$ cat src/rtl/life_automaton_generation_step_defines.svh
// Assertion macros used by the life automaton controller RTL.
// Each macro expects the signals clk and arst_n to exist in the module that uses it.
`ifndef LIFE_AUTOMATON_GENERATION_STEP_DEFINES_SVH
`define LIFE_AUTOMATON_GENERATION_STEP_DEFINES_SVH

`ifndef SYNTHESIS

// Same-cycle implication, checked on every rising edge out of reset.
`define LGS_ASSERT_IMPL(name, ante, cons) \
	name: assert property (@(posedge clk) disable iff (!arst_n) (ante) |-> (cons)) \
		else $error("lgs assertion failed");

// Next-cycle implication, checked on every rising edge out of reset.
`define LGS_ASSERT_NEXT(name, ante, cons) \
	name: assert property (@(posedge clk) disable iff (!arst_n) (ante) |=> (cons)) \
		else $error("lgs assertion failed");

`else

`define LGS_ASSERT_IMPL(name, ante, cons)
`define LGS_ASSERT_NEXT(name, ante, cons)

`endif

`endif

$ cat src/rtl/lgs_pkg.sv
package lgs_pkg;

	// Largest grid side the cell memory holds.
	localparam int MAX_SIDE = 64;
	localparam int IDX_W = $clog2(MAX_SIDE);

	// Field widths of the ports.
	localparam int GRID_W = 7;
	localparam int COUNT_W = 4;
	localparam int POS_W = 6;
	localparam int CFG_IDX_W = 2;
	localparam int CFG_DATA_W = 7;

	// Internal side width holds both the register value and MAX_SIDE.
	localparam int SIDE_W = (GRID_W > $clog2(MAX_SIDE + 1)) ? GRID_W : $clog2(MAX_SIDE + 1);

	// Request actions.
	localparam logic [1:0] ACT_WRITE = 2'd0;
	localparam logic [1:0] ACT_READ  = 2'd1;
	localparam logic [1:0] ACT_STEP  = 2'd2;

	// Configuration register indexes.
	localparam logic [CFG_IDX_W-1:0] REG_GRID_SIDE = 2'd0;
	localparam logic [CFG_IDX_W-1:0] REG_SURVIVE_A = 2'd1;
	localparam logic [CFG_IDX_W-1:0] REG_SURVIVE_B = 2'd2;
	localparam logic [CFG_IDX_W-1:0] REG_BIRTH     = 2'd3;

	// Cell codes. Bit zero set means the cell is live.
	localparam logic [1:0] CODE_DEAD  = 2'd0;
	localparam logic [1:0] CODE_ALIVE = 2'd1;
	localparam logic [1:0] CODE_DIED  = 2'd2;
	localparam logic [1:0] CODE_BORN  = 2'd3;

	// Result kinds loaded into the output register.
	localparam logic [1:0] RES_ZERO = 2'd0;
	localparam logic [1:0] RES_CODE = 2'd1;
	localparam logic [1:0] RES_DONE = 2'd2;

	typedef struct packed {
		logic [1:0]       action;
		logic [POS_W-1:0] row;
		logic [POS_W-1:0] col;
		logic             alive_in;
	} op_t;

	typedef struct packed {
		logic [1:0] cell_code;
		logic       step_done;
	} res_t;

	// One memory row of cell codes.
	typedef logic [MAX_SIDE-1:0][1:0] row_codes_t;

	// Commands from the controller to the datapath.
	typedef struct packed {
		logic       cell_write;
		logic       cell_read;
		logic       step_start;
		logic       step_prime;
		logic       step_row;
		logic       res_load;
		logic [1:0] res_kind;
	} ctl_t;

	// Status from the datapath to the controller.
	typedef struct packed {
		logic side_zero;
		logic last_row;
	} stat_t;

	// Next code of one cell from its own liveness and its live neighbor count.
	function automatic logic [1:0] next_code(
		input logic               live,
		input logic [COUNT_W-1:0] nbrs,
		input logic [COUNT_W-1:0] surv_a,
		input logic [COUNT_W-1:0] surv_b,
		input logic [COUNT_W-1:0] birth
	);
		logic [1:0] code;
		if (live) begin
			code = (nbrs == surv_a || nbrs == surv_b) ? CODE_ALIVE : CODE_DIED;
		end else begin
			code = (nbrs == birth) ? CODE_BORN : CODE_DEAD;
		end
		return code;
	endfunction

endpackage

$ cat src/rtl/lgs_ctrl.sv
`include "life_automaton_generation_step_defines.svh"

module lgs_ctrl (
	input  logic           clk,
	input  logic           arst_n,
	input  logic           op_valid,
	input  logic [1:0]     op_action,
	output logic           op_stall,
	output logic           res_valid,
	input  logic           res_stall,
	input  lgs_pkg::stat_t stat,
	output lgs_pkg::ctl_t  ctl
);
	import lgs_pkg::*;

	localparam logic [1:0] ST_IDLE       = 2'd0;
	localparam logic [1:0] ST_RD_WAIT    = 2'd1;
	localparam logic [1:0] ST_STEP_PRIME = 2'd2;
	localparam logic [1:0] ST_STEP_ROW   = 2'd3;

	logic [1:0] state_q;
	logic [1:0] state_d;
	logic       res_valid_q;
	logic       res_free;
	logic       accept;

	// A new request is taken only when idle and the output register can be refilled.
	assign res_free = !res_valid_q || !res_stall;
	assign accept   = op_valid && (state_q == ST_IDLE) && res_free;
	assign op_stall = !((state_q == ST_IDLE) && res_free);

	// Command decode and next state.
	always_comb begin
		ctl     = '0;
		state_d = state_q;
		case (state_q)
			ST_IDLE: begin
				if (accept) begin
					case (op_action)
						ACT_WRITE: begin
							ctl.cell_write = 1'b1;
							ctl.res_load   = 1'b1;
							ctl.res_kind   = RES_ZERO;
						end
						ACT_READ: begin
							ctl.cell_read = 1'b1;
							state_d       = ST_RD_WAIT;
						end
						ACT_STEP: begin
							if (stat.side_zero) begin
								ctl.res_load = 1'b1;
								ctl.res_kind = RES_DONE;
							end else begin
								ctl.step_start = 1'b1;
								state_d        = ST_STEP_PRIME;
							end
						end
						default: begin
							ctl.res_load = 1'b1;
							ctl.res_kind = RES_ZERO;
						end
					endcase
				end
			end
			ST_RD_WAIT: begin
				ctl.res_load = 1'b1;
				ctl.res_kind = RES_CODE;
				state_d      = ST_IDLE;
			end
			ST_STEP_PRIME: begin
				ctl.step_prime = 1'b1;
				state_d        = ST_STEP_ROW;
			end
			ST_STEP_ROW: begin
				ctl.step_row = 1'b1;
				if (stat.last_row) begin
					ctl.res_load = 1'b1;
					ctl.res_kind = RES_DONE;
					state_d      = ST_IDLE;
				end
			end
			default: begin
				state_d = ST_IDLE;
			end
		endcase
	end

	// State and output valid flag.
	always_ff @(posedge clk or negedge arst_n) begin
		if (!arst_n) begin
			state_q     <= ST_IDLE;
			res_valid_q <= 1'b0;
		end else begin
			state_q <= state_d;
			if (ctl.res_load) begin
				res_valid_q <= 1'b1;
			end else if (res_valid_q && !res_stall) begin
				res_valid_q <= 1'b0;
			end
		end
	end

	assign res_valid = res_valid_q;

	// A result is never loaded over one that is still waiting.
	`LGS_ASSERT_IMPL(a_no_res_overwrite, ctl.res_load, !(res_valid_q && res_stall))
	// The datapath gets at most one memory-access command per cycle.
	`LGS_ASSERT_IMPL(a_one_cmd, 1'b1, $onehot0({ctl.cell_write, ctl.cell_read, ctl.step_start, ctl.step_prime, ctl.step_row}))
	// A cell read loads its result into the output register in the following cycle.
	`LGS_ASSERT_NEXT(a_read_latency, accept && (op_action == ACT_READ), ctl.res_load && (ctl.res_kind == RES_CODE))
	// The last row of a step closes the step and returns to idle.
	`LGS_ASSERT_NEXT(a_step_end, (state_q == ST_STEP_ROW) && stat.last_row, (state_q == ST_IDLE) && res_valid_q)

endmodule

$ cat config.mk
export PLATFORM = sky130hd
export DESIGN_NAME = lgs_ctrl
export DESIGN_NICKNAME = d
export VERILOG_FILES = /design/src/rtl/lgs_pkg.sv /design/src/rtl/lgs_ctrl.sv
export VERILOG_INCLUDE_DIRS = /design/src /design/src/rtl
export SDC_FILE = /design/constraint.sdc
export NUM_CORES = 1
export LEC_CHECK = 0
export BUFFER_PORTS_ARGS = -buffer_cell sky130_fd_sc_hd__buf_2
export CORE_AREA = 8 8 45 47
export CTS_CLUSTER_DIAMETER = 40
export DETAILED_ROUTE_END_ITERATION = 12
export DIE_AREA = 0 0 53 55
export RECOVER_POWER = 25
export SLEW_MARGIN = 20
export SYNTH_ARGS = -nofsm -noshare
export SYNTH_HDL_FRONTEND = slang
export SYNTH_SLANG_ARGS = --single-unit
$ cat constraint.sdc
create_clock -name clk -period 1 [get_ports clk]
set_input_delay 0.05 -clock clk [delete_from_list [all_inputs] [get_ports clk]]
set_output_delay 0.05 -clock clk [all_outputs]
set_load 0.005 [all_outputs]
; Word-level counts from Yosys, hierarchy flattened
; Index checks and enable logic that the tools add are counted.
[totals]
output_inout_bits = 10
word_cells = 43
register_bits = 3
in_bits = 8
[classes]
reduce_logical = 12
n_eq_ne = 9
muxes = 20
[ops]
columns = operator, count
row1 = $mux W3, 5
row2 = $pmux W3 S3, 1
row3 = $mux W1, 8
row4 = $pmux W2 S4, 1
row5 = $eq A2 B2 Y1 const B, 3
row6 = $mux W2, 3
row7 = $pmux W3 S2, 1
row8 = $eq A2 B1 Y1 const B, 2
row9 = $logic_and A1 B1 Y1, 4
row10 = $logic_not A2 Y1, 2
row11 = $ne A2 B2 Y1 const B, 2
row12 = $pmux W2 S2, 1
row13 = $reduce_and A4 Y1, 1
row14 = $logic_not A1 Y1, 3
row15 = $ne A3 B1 Y1 const B, 1
row16 = $ne A3 B3 Y1 const B, 1
row17 = $reduce_bool A2 Y1, 1
row18 = $logic_or A1 B1 Y1, 1

; Depth between registers and ports, before layout
[logic_depth]
word_depth = 6
ltp_mapped = 3
mapped_depth_nobuf = 3

; Worst setup path after synthesis
; No wires, ideal clock.
[synth_timing]
path_kind = register -> register
start = register res_valid_q (netlist: res_valid)
end = register res_valid_q (netlist: res_valid)
path_slack_ps = 45
path_stages_with_launch = 4
arrival_time_ps = 875
synth_period_minus_slack_ps = 955
t_required_ps = 920
cell_sequence = dfrtp_1 > a21oi_2 > nand3_2 > o211ai_2
[synth_between]
elab_chain_cells = 6
[synth_rtl]
columns = element, line
row1 = "start, declared", lgs_ctrl.sv:23  ; logic res_valid_q;
row2 = "start signal, assigned", lgs_ctrl.sv:92  ; res_valid_q <= 1'b0;
row3 = "start signal, assigned", lgs_ctrl.sv:96  ; res_valid_q <= 1'b1;
row4 = "start signal, assigned", lgs_ctrl.sv:98  ; res_valid_q <= 1'b0;
row5 = $logic_not A1 Y1, lgs_ctrl.sv:28  ; assign res_free = !res_valid_q || !res_stall;
row6 = $logic_or A1 B1 Y1, lgs_ctrl.sv:28
row7 = $logic_and A1 B1 Y1, lgs_ctrl.sv:29  ; assign accept = op_valid && (state_q == ST_IDLE) && res_free;
row8 = $mux W3, lgs_ctrl.sv:38  ; if (accept) begin
row9 = $pmux W3 S3, lgs_ctrl.sv:36  ; case (state_q)
row10 = $mux W1 / $reduce_bool A2 Y1 (equally long branches), -
; Parallel ways exist; a longest one is shown, timed or not.
; A chain may end at the register's enable or synchronous reset.

==> impl_metrics.tcl <==
set metrics [dict create \
    run_status "finished, violations left" \
    violations "setup timing" \
    numClockSinks 3 \
    ios 18 \
    clkPwrFrac 0.145 \
    leakage_power_of_the_design_nw 0.2607 \
    layout_worst_path_cycle_share 1.271 \
    hold_class "primary input to register" \
    drtAntennaViolNets 0 \
    floorplan.die.height_um 55 \
    layout.cells.non_filler 76 \
    report.power.total_mw 1.431 \
    comb_power_share 0.697 \
    grtUsageMet1 0.05963 \
    crit-reg2reg-launch "res_valid" \
    gp_congestion 0.7190 \
    post-place-ws_ps -57.92 \
    cp_data_arrival_time_ps 1220 \
    routedWlPerCell_um 11.62 \
    routed_wirelength_um 883 \
    setup.worst_path.end_class "output pin" \
    design.final.nets 69 \
    cts-root-buf "sky130_fd_sc_hd__clkbuf_4" \
    overflow 0 \
    fp.dieW_um 53 \
    met2_usage 0.1016 \
    layout-drive-gt1-share 0.7500 \
    grt_pass1_vias 340 \
    grt.busiest_layer "met2" \
    core-area_um2 1384 \
    most_common_cell_after_layout_fill_and_taps_aside "sky130_fd_sc_hd__buf_2" \
    clock_tree_from_tritoncts "built" \
    port_buffers 17 \
    fin_skew_ps 2.034 \
    layout_min_cycle_time_ps 1271 \
    setup_total_negative_slack_ps -1929 \
    max_slew.worst_pin.slew_ps 233.0 \
    power_report.internal_total_uw 915.0 \
    post-place-cells 65 \
    dr_total_vias 322 \
    wire_length_of_the_first_global_routing_pass_mm 1.338 \
    stdcell_area_um2 516.7 \
    detail_route.iter0.violations 1 \
    pin_count_of_the_biggest_net_entering_global_routing 7 \
    first_pass_iters 4 \
    placementRows 14 \
    final_max_slew_viol_count 0 \
    worst_ep_required_time_ps 950 \
    sw_frac_of_total 0.3606 \
    critical_path.cell_chain "a21oi_2, nand3_4, o2bb2ai_2, buf_2" \
    dpl.hpwl_um 617.2 \
    start_util 0.1573 \
    h_tree_depth 1 \
    crit_path_max_fanout 6 \
    drc 0 \
    timing.hold.worst.start "res_stall" \
    number_of_max_cap_violations 0 \
    die_area_um2 2915 \
    avgSynthCellArea_um2 8.063 \
    fmaxAchievable_mhz 786.9 \
    syn_to_final_growth_pct 137.4 \
    setup_violations 12 \
    most-common-layout-cells "sky130_fd_sc_hd__buf_2, sky130_fd_sc_hd__buf_6, sky130_fd_sc_hd__buf_4" \
    synth_area_um2 217.7 \
    grt_antenna_before_repair 0 \
    synth.largest_area_cell "sky130_fd_sc_hd__dfrtp_1" \
    yosysWarningCount 0 \
    worst-r2r-cell-count 4 \
    layout_setup_ws_ps -270.7 \
    number_of_failing_hold_endpoints_at_the_final_stage 0 \
    synth.lib_cells_used.distinct 17 \
    cpMaxStageDelayCell "sky130_fd_sc_hd__dfrtp_1" \
    power_density_nw_per_um2 2769 \
    worstSetupStartpointType "register" \
    netlist_instances 27 \
    worst_path_largest_cell_delay_ps 380 \
    crit-reg2reg-capture "res_valid" \
    switching_power_uw 516.1 \
    post_place_cell_area_um2 360.3 \
    synth_nets 35 \
    ir_drop_uv 665.8 \
    grt_use_met3 0.03476 \
    clock_latency_ps 230 \
    cts_buffers 3 \
    synth_seq_cells 3 \
    vias_per_cell 4.237 \
    synth_seq_area_share 0.3448 \
    criticalPathCategory "register to output pin" \
    synth.area.top_cells "sky130_fd_sc_hd__dfrtp_1, sky130_fd_sc_hd__nand2_1, sky130_fd_sc_hd__o211ai_2, sky130_fd_sc_hd__nor2_1, sky130_fd_sc_hd__or3b_4" \
    insertedDiodeCount 0 \
    number_of_buffers_between_clock_root_and_the_deepest_sink 2 \
    synth_largest_type_area_fraction 0.3448 \
    seq_power_share 0.158 \
    hold_end "res_valid" \
    r2r_setup_slack_ps -120 \
    grt_setup_unrepaired "true" \
    track_usage 0.06353 \
    max_slew_margin 0.8437 \
    hold_path_depth 3 \
    worst_path_clk_slew_ps 30 \
]
-- what timing repair did --
item / 4_1_cts / 5_1_grt
gates resized for setup: 8 / 13
hold buffers: 1 / 0
setup endpoints to repair: 10 / 12
hold endpoints to repair: 3 / 0
pin swaps: 8 / 8
setup buffers: 4 / 2
-- routing by layer --
layer / up-vias / share of wire / wire, µm
li1: 164 / - / -
met1: 149 / 0.35 / 309
met2: 9 / 0.57 / 507
met3: 0 / 0.075 / 66
met4: 0 / 0 / 0
met5: - / 0 / 0
-- cells by family after synthesis --
| family | synth area share |
|---|---|
| AND/OR/NAND/NOR | 0.4081 |
| flip-flops | 0.3448 |
| AO/OA/AOI/OAI | 0.2299 |
| buffers and inverters | 0.01722 |
-- worst max path at each step --
stage                         start         to  slack [ps]
after floorplan           res_valid  res_valid          50
after global placement    res_valid     ctl[2]         -30
after detailed placement  res_valid     ctl[7]         -60
after CTS                 res_valid     ctl[1]        -290
after global routing      res_valid     ctl[1]        -340
final                     res_valid     ctl[1]        -270
-- power groups by stage --
stage | Combinational, mW | Clock, mW | Sequential, mW
after CTS | 0.780 | 0.216 | 0.221
after floorplan | 0.237 | 0 | 0.234
after global routing | 1.08 | 0.237 | 0.234
final | 0.998 | 0.208 | 0.226
after detailed placement | 0.594 | 0 | 0.216
after global placement | 0.587 | 0 | 0.217
-- Yosys cell counts --
| master | instances |
|---|---|
| sky130_fd_sc_hd__a21oi_2 | 1 |
| sky130_fd_sc_hd__and2_1 | 1 |
| sky130_fd_sc_hd__dfrtp_1 | 3 |
| sky130_fd_sc_hd__inv_1 | 1 |
| sky130_fd_sc_hd__nand2_1 | 5 |
| sky130_fd_sc_hd__nand2_2 | 1 |
| sky130_fd_sc_hd__nand2b_1 | 1 |
| sky130_fd_sc_hd__nand3_2 | 1 |
| sky130_fd_sc_hd__nand3b_1 | 1 |
| sky130_fd_sc_hd__nor2_1 | 3 |
| sky130_fd_sc_hd__nor2b_1 | 1 |
| sky130_fd_sc_hd__nor3_1 | 1 |
| sky130_fd_sc_hd__o211ai_2 | 1 |
| sky130_fd_sc_hd__o21ai_0 | 2 |
| sky130_fd_sc_hd__o21ai_1 | 2 |
| sky130_fd_sc_hd__o2bb2ai_1 | 1 |
| sky130_fd_sc_hd__or3b_4 | 1 |
-- critical path, delay by kind of cell, from the launching register on --
| kind | cells | cell delay [ps] |
|---|---|---|
| AOI/OAI and AO/OA | 2 | 350 |
| buffers and inverters | 1 | 120 |
| DFF | 1 | 380 |
| and+or+nand+nor | 1 | 140 |
-- cell type report --
cell class	count	area [µm²]
flip-flops and latches	3	75.07
multi-input cells	23	183.9
well taps	16	20.02
inverters	1	3.754
repair buffers	29	207.7
fillers	152	867.1
clock buffers	4	26.28
-- per-stage QoR --
| step | hold slack [ps] | utilization |
|---|---|---|
| 3_5_place_dp | -151.4 | 0.2604 |
| 3_3_place_gp | -153.4 | 0.2604 |
| 6_report | 81.94 | 0.3734 |
| 5_1_grt | 76.59 | 0.3734 |
| 4_1_cts | 82.46 | 0.3291 |
| 2_1_floorplan | -245.6 | - |
-- sequential cells by signal, indices dropped and copies added, names as in the netlist --
register and cells:
state_q 2, res_valid 1
Power figures use the tool's default switching activity.
